### src/sv/dq_pkg.sv
// Shared types and codes for the bounded double-ended queue.
package dq_pkg;

    localparam int DATA_W        = 32;
    localparam int DEPTH_DEFAULT = 16;

    typedef logic [1:0] kind_t;
    typedef logic [1:0] status_t;
    typedef logic signed [DATA_W-1:0] data_t;

    localparam kind_t KIND_PUSH_FRONT = 2'd0;
    localparam kind_t KIND_PUSH_BACK  = 2'd1;
    localparam kind_t KIND_POP_FRONT  = 2'd2;
    localparam kind_t KIND_POP_BACK   = 2'd3;

    localparam status_t ST_OK    = 2'd0;
    localparam status_t ST_EMPTY = 2'd1;
    localparam status_t ST_FULL  = 2'd2;

endpackage

### src/sv/dq_if.sv
// Handshake channels for queue operations and their results.
interface dq_op_if;
    logic              valid;
    logic              ready;
    dq_pkg::kind_t     kind;
    dq_pkg::data_t     push_value;

    modport source (output valid, output kind, output push_value, input ready);
    modport sink   (input valid, input kind, input push_value, output ready);
endinterface

interface dq_res_if;
    logic              valid;
    logic              ready;
    dq_pkg::data_t     pop_value;
    dq_pkg::status_t   status;

    modport source (output valid, output pop_value, output status, input ready);
    modport sink   (input valid, input pop_value, input status, output ready);
endinterface

### src/sv/double_ended_queue_core.sv
// Bounded double-ended queue of signed 32-bit values held in a ring memory.
//
// Channels: op carries one operation per transaction (kind: push front, push
// back, pop front, pop back; push_value for pushes). result returns exactly
// one transaction per operation, in order: pop_value (zero unless a pop
// succeeded) and status (ok, empty on a pop of an empty queue, full on a
// push to a full queue). Failed operations leave the queue unchanged.
// After an operation is accepted, its result passes the synchronous memory
// read register and then the output register before it is valid.
// Throughput: one operation per cycle while result is not stalled; the front
// index and count update in the accept cycle, and the single memory port
// takes either the push write or the pop read of that operation.
// Reset: the queue is empty, front index zero, both stages empty; memory
// contents are not cleared and are only read once written.
// Stall: while result is not taken, the output register holds; the read
// stage behind it still accepts one more operation, after which op.ready
// drops until the output moves on.
module double_ended_queue_core #(
    parameter int DEPTH = dq_pkg::DEPTH_DEFAULT
) (
    input  logic     clk,
    input  logic     rst_n,
    dq_op_if.sink    op,
    dq_res_if.source result
);

    localparam int IDX_W = (DEPTH > 1) ? $clog2(DEPTH) : 1;
    localparam int CNT_W = $clog2(DEPTH + 1);
    localparam int SUM_W = IDX_W + 1;
    localparam logic [CNT_W-1:0] FULL_COUNT = CNT_W'(DEPTH);
    localparam logic [IDX_W-1:0] IDX_LAST   = IDX_W'(DEPTH - 1);
    localparam logic [SUM_W-1:0] SUM_DEPTH  = SUM_W'(DEPTH);

    dq_pkg::data_t   mem [DEPTH];
    dq_pkg::data_t   rdata_reg;

    logic [IDX_W-1:0] front_reg, front_next;
    logic [CNT_W-1:0] count_reg, count_next;

    logic             s1_valid_reg;
    dq_pkg::status_t  s1_status_reg, s1_status_next;
    logic             s1_pop_reg, s1_pop_next;

    logic             out_valid_reg;
    dq_pkg::data_t    out_value_reg;
    dq_pkg::status_t  out_status_reg;

    logic             op_fire;
    logic             s1_move;
    logic             is_push;
    logic             mem_wr;
    logic             mem_rd;
    logic [IDX_W-1:0] slot;
    logic [IDX_W-1:0] back_slot;
    logic [IDX_W-1:0] last_slot;
    logic [SUM_W-1:0] back_sum;
    logic [SUM_W-1:0] last_sum;
    logic [CNT_W-1:0] count_less;

    assign s1_move  = s1_valid_reg && (!out_valid_reg || result.ready);
    assign op.ready = !s1_valid_reg || s1_move;
    assign op_fire  = op.valid && op.ready;
    assign is_push  = (op.kind == dq_pkg::KIND_PUSH_FRONT) ||
                      (op.kind == dq_pkg::KIND_PUSH_BACK);

    assign count_less = count_reg - CNT_W'(1);
    assign back_sum   = {1'b0, front_reg} + SUM_W'(count_reg);
    assign last_sum   = {1'b0, front_reg} + SUM_W'(count_less);
    assign back_slot  = (back_sum >= SUM_DEPTH) ? IDX_W'(back_sum - SUM_DEPTH)
                                                : IDX_W'(back_sum);
    assign last_slot  = (last_sum >= SUM_DEPTH) ? IDX_W'(last_sum - SUM_DEPTH)
                                                : IDX_W'(last_sum);

    always_comb
    begin
        front_next     = front_reg;
        count_next     = count_reg;
        s1_status_next = dq_pkg::ST_OK;
        s1_pop_next    = 1'b0;
        mem_wr         = 1'b0;
        mem_rd         = 1'b0;
        slot           = front_reg;
        unique case (op.kind)
            dq_pkg::KIND_PUSH_FRONT:
            begin
                if (count_reg == FULL_COUNT)
                begin
                    s1_status_next = dq_pkg::ST_FULL;
                end
                else
                begin
                    front_next = (front_reg == '0) ? IDX_LAST : front_reg - IDX_W'(1);
                    slot       = front_next;
                    count_next = count_reg + CNT_W'(1);
                    mem_wr     = op_fire;
                end
            end
            dq_pkg::KIND_PUSH_BACK:
            begin
                if (count_reg == FULL_COUNT)
                begin
                    s1_status_next = dq_pkg::ST_FULL;
                end
                else
                begin
                    slot       = back_slot;
                    count_next = count_reg + CNT_W'(1);
                    mem_wr     = op_fire;
                end
            end
            dq_pkg::KIND_POP_FRONT:
            begin
                if (count_reg == '0)
                begin
                    s1_status_next = dq_pkg::ST_EMPTY;
                end
                else
                begin
                    slot        = front_reg;
                    front_next  = (front_reg == IDX_LAST) ? '0 : front_reg + IDX_W'(1);
                    count_next  = count_less;
                    s1_pop_next = 1'b1;
                    mem_rd      = op_fire;
                end
            end
            dq_pkg::KIND_POP_BACK:
            begin
                if (count_reg == '0)
                begin
                    s1_status_next = dq_pkg::ST_EMPTY;
                end
                else
                begin
                    slot        = last_slot;
                    count_next  = count_less;
                    s1_pop_next = 1'b1;
                    mem_rd      = op_fire;
                end
            end
            default:
            begin
                s1_status_next = dq_pkg::ST_OK;
            end
        endcase
    end

    // Ring memory: write on push, registered read on pop.
    always_ff @(posedge clk)
    begin
        if (mem_wr)
        begin
            mem[slot] <= op.push_value;
        end
        if (mem_rd)
        begin
            rdata_reg <= mem[slot];
        end
    end

    always_ff @(posedge clk or negedge rst_n)
    begin
        if (!rst_n)
        begin
            front_reg     <= '0;
            count_reg     <= '0;
            s1_valid_reg  <= 1'b0;
            out_valid_reg <= 1'b0;
        end
        else
        begin
            if (op_fire)
            begin
                front_reg <= front_next;
                count_reg <= count_next;
            end
            if (op_fire)
            begin
                s1_valid_reg <= 1'b1;
            end
            else if (s1_move)
            begin
                s1_valid_reg <= 1'b0;
            end
            if (s1_move)
            begin
                out_valid_reg <= 1'b1;
            end
            else if (result.ready)
            begin
                out_valid_reg <= 1'b0;
            end
        end
    end

    // Hold payload of each stage until it advances.
    always_ff @(posedge clk)
    begin
        if (op_fire)
        begin
            s1_status_reg <= s1_status_next;
            s1_pop_reg    <= s1_pop_next;
        end
        if (s1_move)
        begin
            out_value_reg  <= s1_pop_reg ? rdata_reg : '0;
            out_status_reg <= s1_status_reg;
        end
    end

    assign result.valid     = out_valid_reg;
    assign result.pop_value = out_value_reg;
    assign result.status    = out_status_reg;

    a_count_bound: assert property (@(posedge clk) disable iff (!rst_n)
        count_reg <= FULL_COUNT)
        else $error("queue count exceeds depth");

    a_front_bound: assert property (@(posedge clk) disable iff (!rst_n)
        front_reg <= IDX_LAST)
        else $error("front index out of range");

    a_push_grows: assert property (@(posedge clk) disable iff (!rst_n)
        (op_fire && is_push && count_reg != FULL_COUNT)
        |=> count_reg == $past(count_reg) + CNT_W'(1))
        else $error("accepted push did not grow the queue");

    a_empty_pop: assert property (@(posedge clk) disable iff (!rst_n)
        (op_fire && !is_push && count_reg == '0)
        |=> (s1_status_reg == dq_pkg::ST_EMPTY && !s1_pop_reg && count_reg == '0))
        else $error("pop of empty queue not reported as empty");

    a_stall_blocks: assert property (@(posedge clk) disable iff (!rst_n)
        (s1_valid_reg && out_valid_reg && !result.ready) |-> !op.ready)
        else $error("operation accepted with both stages occupied");

endmodule

### src/flat_wrapper.sv
// flat-port wrapper written by rule: the top's interface ports become plain ports
module double_ended_queue_core_flat 
#(
    parameter int DEPTH = dq_pkg::DEPTH_DEFAULT
)
  (clk, rst_n, op_valid, op_kind, op_push_value, op_ready, result_valid, result_pop_value, result_status, result_ready);
  dq_op_if op_i ();
  dq_res_if result_i ();
  input  logic clk;
  input  logic rst_n;
  input wire logic [$bits(op_i.valid)-1:0] op_valid;
  input wire logic [$bits(op_i.kind)-1:0] op_kind;
  input wire logic [$bits(op_i.push_value)-1:0] op_push_value;
  output wire logic [$bits(op_i.ready)-1:0] op_ready;
  output wire logic [$bits(result_i.valid)-1:0] result_valid;
  output wire logic [$bits(result_i.pop_value)-1:0] result_pop_value;
  output wire logic [$bits(result_i.status)-1:0] result_status;
  input wire logic [$bits(result_i.ready)-1:0] result_ready;
  assign op_i.valid = op_valid;
  assign op_i.kind = op_kind;
  assign op_i.push_value = op_push_value;
  assign op_ready = op_i.ready;
  assign result_valid = result_i.valid;
  assign result_pop_value = result_i.pop_value;
  assign result_status = result_i.status;
  assign result_i.ready = result_ready;
  double_ended_queue_core #(.DEPTH(DEPTH)) u_core (.clk(clk), .rst_n(rst_n), .op(op_i), .result(result_i));
endmodule
### config.mk
export PLATFORM = sky130hd
export DESIGN_NAME = double_ended_queue_core_flat
export DESIGN_NICKNAME = d
export VERILOG_FILES = /design/src/sv/dq_pkg.sv /design/src/sv/dq_if.sv /design/src/sv/double_ended_queue_core.sv /design/src/flat_wrapper.sv
export SDC_FILE = /design/constraint.sdc
export NUM_CORES = 1
export LEC_CHECK = 0
export BUFFER_PORTS_ARGS = -buffer_cell sky130_fd_sc_hd__buf_4
export CAP_MARGIN = 0
export CORE_UTILIZATION = 43
export DETAILED_ROUTE_END_ITERATION = 10
export SYNTH_ARGS = -nofsm -noshare
export SYNTH_HDL_FRONTEND = slang
export SYNTH_SLANG_ARGS = --single-unit
export TNS_END_PERCENT = 50
### constraint.sdc
create_clock -name clk -period 5.7 [get_ports clk]
set_clock_uncertainty 0.05 [all_clocks]
set_input_delay 0.855 -clock clk [delete_from_list [all_inputs] [get_ports clk]]
set_output_delay 0.855 -clock clk [all_outputs]
set_load 0.005 [all_outputs]
* Word-level counts from Yosys, hierarchy flattened
Memory sizes are Yosys's and may differ from the RTL's. A register that Yosys moved wholly into a read port is not among the register bits.
Cells that the tools add are included.
** Storage, ports and cells
- Register bits :: 48
- Memory bits (writable) :: 512
- Output and inout port bits :: 36
- Logic and storage cells :: 70
- Memories kept :: 1
** Operators by class
- Add/subtract/negate cells :: 8
- $lt $le $gt $ge :: 2
- Equal/unequal tests :: 8
- Mux-type cells :: 27
- Reductions and logical operators :: 16
** Memories
- u_core.mem :: words 16, bits a word 32, read ports 1, clocked after memory_dff 1, write ports 1, RTL line double_ended_queue_core.sv:34 : dq_pkg::data_t mem [DEPTH];
** Operators by type and width (number)
- 2-to-1 mux 4 bit :: 8
- one-hot mux 4 bit (4 select lines) :: 1
- 2-to-1 mux 1 bit :: 12
- subtractor 4 x 1 -> 4 bit, second input constant :: 3
- adder 4 x 5 -> 5 bit :: 2
- greater-or-equal comparator 5 bit, second input constant :: 2
- 2-to-1 mux 5 bit :: 2
- one-hot mux 5 bit (2 select lines) :: 1
- one-hot mux 4 bit (2 select lines) :: 1
- != test 2 bit, second input constant :: 3
- AND reduction 3 bit :: 2
- nonzero test 2 bit :: 3
- adder 5 x 1 -> 5 bit, second input constant :: 1
- == test 5 bit, second input constant :: 1
- zero test 5 bit :: 1
- subtractor 5 x 1 -> 5 bit, second input constant :: 1
- adder 4 x 1 -> 4 bit, second input constant :: 1
- == test 2 bit, second input constant :: 2
- == test 4 bit, second input constant :: 1
- zero test 4 bit :: 1
- one-hot mux 2 bit (2 select lines) :: 1
- OR reduction 2 bit :: 2
- == test 2 x 1 -> 1 bit, second input constant :: 1
- logical AND 1 bit :: 2
- other kinds (4) :: 6

* Depth between registers and ports, before layout
- Depth in word-level cells :: 9
- Depth in mapped cells :: 14

* Least setup slack after synthesis
OpenSTA, ideal clock, no wires.
- Path type :: register -> register
- Start :: register u_core.count_reg[0]
- End :: memory u_core.mem[14][0] (netlist name), enable pin
- Arrival time :: 5.690 ns
- Data required time :: 5.148 ns
- Slack :: -0.541 ns
- Stages on the path, launching flop included :: 14
- Buffers on the path :: 3
- Period minus slack after synthesis :: 6.241 ns
- Cell sequence :: dfrtp_1 inv_1 ha_1 xor2_1 ha_1 a21oi_1 a211o_1 a21oi_1 o2111a_1 buf_2 nand2_4 buf_6 buf_6 nor4_1
** On the way
- Longest elaborated chain between the ends :: 6
- Elaborated cells between the ends (all ways) :: 19
** RTL lines
- from (decl) :: RTL line double_ended_queue_core.sv:38 : logic [CNT_W-1:0] count_reg, count_next;
- from (signal assigned) :: RTL line double_ended_queue_core.sv:174 : count_reg <= count_next;
- subtractor 5 x 1 -> 5 bit :: RTL line double_ended_queue_core.sv:66 : assign count_less = count_reg - CNT_W'(1);
- adder 4 x 5 -> 5 bit :: RTL line double_ended_queue_core.sv:68 : assign last_sum = {1'b0, front_reg} + SUM_W'(count_less);
- subtractor 4 x 1 -> 4 bit or greater-or-equal comparator 5 bit (tied branches) :: RTL line double_ended_queue_core.sv:71 : assign last_slot = (last_sum >= SUM_DEPTH) ? IDX_W'(last_sum - SUM_DEPTH)
- 2-to-1 mux 4 bit :: RTL line double_ended_queue_core.sv:71
- 2-to-1 mux 4 bit :: RTL line double_ended_queue_core.sv:128 : if (count_reg == '0)
- one-hot mux 4 bit (4 select lines) :: RTL line double_ended_queue_core.sv:83 : unique case (op.kind)
- to (decl) :: RTL line double_ended_queue_core.sv:34
Several ways; a longest one is shown, not always the timed one.

* Final worst setup path
- Start :: register u_core.count_reg[0]
- End :: memory u_core.mem[0][8] (netlist name), enable pin
The elaborated chain is that of the path after synthesis.

==> key figures <==
Run status
  – Outcome: complete, no violations

Critical path
  – Max incr delay on CP: 790 ps
  – CP Class: reg -> reg
  – Critical Path Slowest Stage Cell: buf_4
  – CP max FO: 48
  – Critical path required time: 5920 ps
  – CP arrival: 5180 ps
  – Worst Setup Start Kind: flip-flop
  – FF-to-FF setup slack: 740 ps
  – Setup crit end kind: flip-flop
  – Crit-path cells: inv_1 -> ha_1 -> xor2_1 -> ha_1 -> a21oi_1 -> a211o_1 -> a2111o_1 -> o2111a_2 -> nand2_4 -> buf_4 -> nand2_1 -> nor3_2 -> buf_4

Final layout
  – Antenna diode count: 0
  – Commonest non-fill, non-tap cell in the layout: edfxtp_1
  – Most frequent cells in the layout: edfxtp_1 (581), mux2i_1 (257), nand2_1 (206)
  – Layout cells sized above 1: 15.7%
  – Final #Nets: 1689
  – Layout area overhead: 14.6%
  – Final Non-Filler Cells: 2443
  – Max reg flops: 512
  – Fin util: 49.8%

Routing
  – Via count: 13600
  – WL/cell: 23.0 um
  – DR pass1 iterations: 5
  – DR vias/cell: 5.56
  – 1st-iter DRT viols: 1209
  – Total wire length: 56.2 mm
  – # DRC: 0
  – Met3 wire len: 3.02 mm
  – Post-DRT Antenna Nets: 0
  – Highest metal used: met5
  – Metal-1 WL: 24.9 mm
  – Met2 routed WL: 27.1 mm

GRT
  – Total gr overflow: 0
  – Number of global-route vias before repair: 13300
  – First-pass GRT wire length: 83.9 mm
  – GRT Util Overall: 19.6%
  – Initial antenna violation count: 4
  – Largest net degree at the start of global routing: 146

Clock tree
  – Clock sink total: 592
  – Clk pin slew, worst setup/hold paths: 60 ps
  – Clk buf depth: 3
  – Latest clock arrival within the worst-skew pair: 620 ps
  – Post-CTS Repair Setup Buffers: 0
  – Num CTS Buffers: 59
  – TritonCTS clock tree: built
  – # H-tree levels: 2
  – Root Driver: clkbuf_16

STA
  – RSZ-0062 raised after global routing: no
  – Final Max Slew Viols: 0
  – Final hold violation count: 0
  – Final period util: 87.1%
  – Setup violations, final: 0
  – Slew @ Worst Pin: 1060 ps
  – Slew Limit Headroom: 29.6%
  – Max frequency: 0.202 GHz
  – Min Tclk post-route: 4960 ps

Logic synthesis
  – Seq/Total Area, Yosys: 72.4%
  – Synthesized flop and latch total: 592
  – Synth Flop Type: edfxtp_1
  – Post-synth ARST share: 1.86%
  – Post-synth cell types: 54
  – Syn_nets: 1613
  – EDFF count, synth: 581
  – Synth Instances: 1562
  – Mean Syn Cell Area: 15.7 um^2
  – Mapped cell area: 24500 um^2
  – Synthesis warning total: 0

Die
  – Core ar.: 56300 um^2
  – I/O pin count: 74
  – Die height: 241 um
  – Starting Density: 43.5%
  – Num rows: 87
  – DIE WIDTH: 241 um
  – Die Area: 57900 um^2

Power
  – Pwr Density: 539 nW/um^2
  – Max VDD drop: 532 uV
  – Leak Pwr: 9.80 nW
  – Design Power: 15.1 mW

Placement
  – PortBufs: 73
  – GPL Wtd Cong: 0.781
  – DP Cell Count: 2332
  – Detailed Place HPWL: 29.2 mm

Worst hold path
  – Worst min-delay path class: reg -> reg

Run
  – Max-cap violations: 0
==> worst paths after layout <==
kind,from,to,cells past startpoint
min in group asynchronous,rst_n,u_core.front_reg[3]$_DFFE_PN0P_,2
hold reg to reg,u_core.s1_status_reg[0]$_SDFFCE_PP0P_,u_core.result.status[0]$_DFFE_PP_,0
max in group asynchronous,rst_n,u_core.front_reg[1]$_DFFE_PN0P_,2
hold / removal,u_core.s1_status_reg[0]$_SDFFCE_PP0P_,u_core.result.status[0]$_DFFE_PP_,0
setup reg to reg,u_core.count_reg[0]$_DFFE_PN0P_,u_core.mem[0][8]$_DFFE_PP_,13
setup / recovery,u_core.count_reg[0]$_DFFE_PN0P_,u_core.mem[0][8]$_DFFE_PP_,13
==> layout make-up <==
type / count / area [um^2]
Clock buffer: 68 / 1550
Sequential cell: 592 / 17700
Inverter: 13 / 48.8
Clock inverter: 42 / 522
Fill cell: 4671 / 28300
Multi-Input combinational cell: 853 / 6300
Timing Repair Buffer: 119 / 933
Tap cell: 756 / 946
==> synth_stat cells, types with 2 or more instances <==
cell	number	share of area [%]
a22oi_2	23	1.2
nand4_1	2	0.051
clkbuf_1	35	0.54
nand2_1	206	3.2
ha_1	11	0.56
nor4_2	5	0.26
o21ai_0	42	0.86
mux2i_1	257	11
buf_4	6	0.18
inv_1	12	0.18
buf_1	4	0.061
o2111a_1	2	0.092
a211oi_1	66	2.0
xor2_1	6	0.21
nand2b_1	3	0.077
buf_2	46	0.94
o2111ai_1	2	0.072
buf_6	13	0.60
fa_1	2	0.16
nor2_1	19	0.29
edfxtp_1	581	71
a21oi_1	46	0.94
dfrtp_1	11	1.1
nor3_1	12	0.25
nor4_1	36	0.92
nand3_1	8	0.16
a22oi_1	43	1.3
o221ai_1	2	0.072
xnor2_1	3	0.11
and2_1	34	0.87
==> metal layers <==
layer	global-route usage [%]	up-vias
li1	-	6186
met1	27.3	6938
met2	31.9	364
met3	3.31	88
met4	5.29	2
met5	0	-
==> critical path, delay by kind of cell, from the launching register on <==
kind	cells	cell delay (ps)
XOR/XNOR	1	160
adder cells (fa/ha/maj)	2	650
AO/OA/AOI/OAI	4	1040
AND/OR/NAND/NOR	3	870
buffers and inverters	3	1320
flip-flops	1	500
==> kinds of logic after synthesis <==
kind of cell / count (synthesis) / synth area share, %
and+or+nand+nor: 336 / 6.47
xor gates and xnor gates: 9 / 0.322
AOI/OAI and AO/OA: 238 / 7.01
adders and majority gates: 13 / 0.726
DFF: 592 / 72.4
muxes: 257 / 10.5
buffers and inverters: 117 / 2.52
==> through the flow <==
stage	area, um^2	setup WS [ps]	hold slack (ps)	setup TNS, ps
floorplan	24500	-541	350	-65700
global placement	25900	948	363	0
detailed placement	25900	774	359	0
CTS	28000	756	368	0
global route	28000	511	374	0
finish	28000	738	370	0
==> where the power goes <==
| part | switching (mW) | total [mW] | internal (mW) |
|---|---|---|---|
| registers | 0.160 | 5.42 | 5.26 |
| logic | 3.48 | 5.56 | 2.08 |
| clock network | 1.63 | 4.12 | 2.49 |
==> what timing repair did <==
action | 4_1_cts | 5_1_grt
resized for setup | 0 | 0
hold buffers | 1 | 0
setup endpoints to repair | 0 | 0
endpoints found under the hold margin | 6 | 0
No activity file was read; power rests on OpenSTA's default activity.
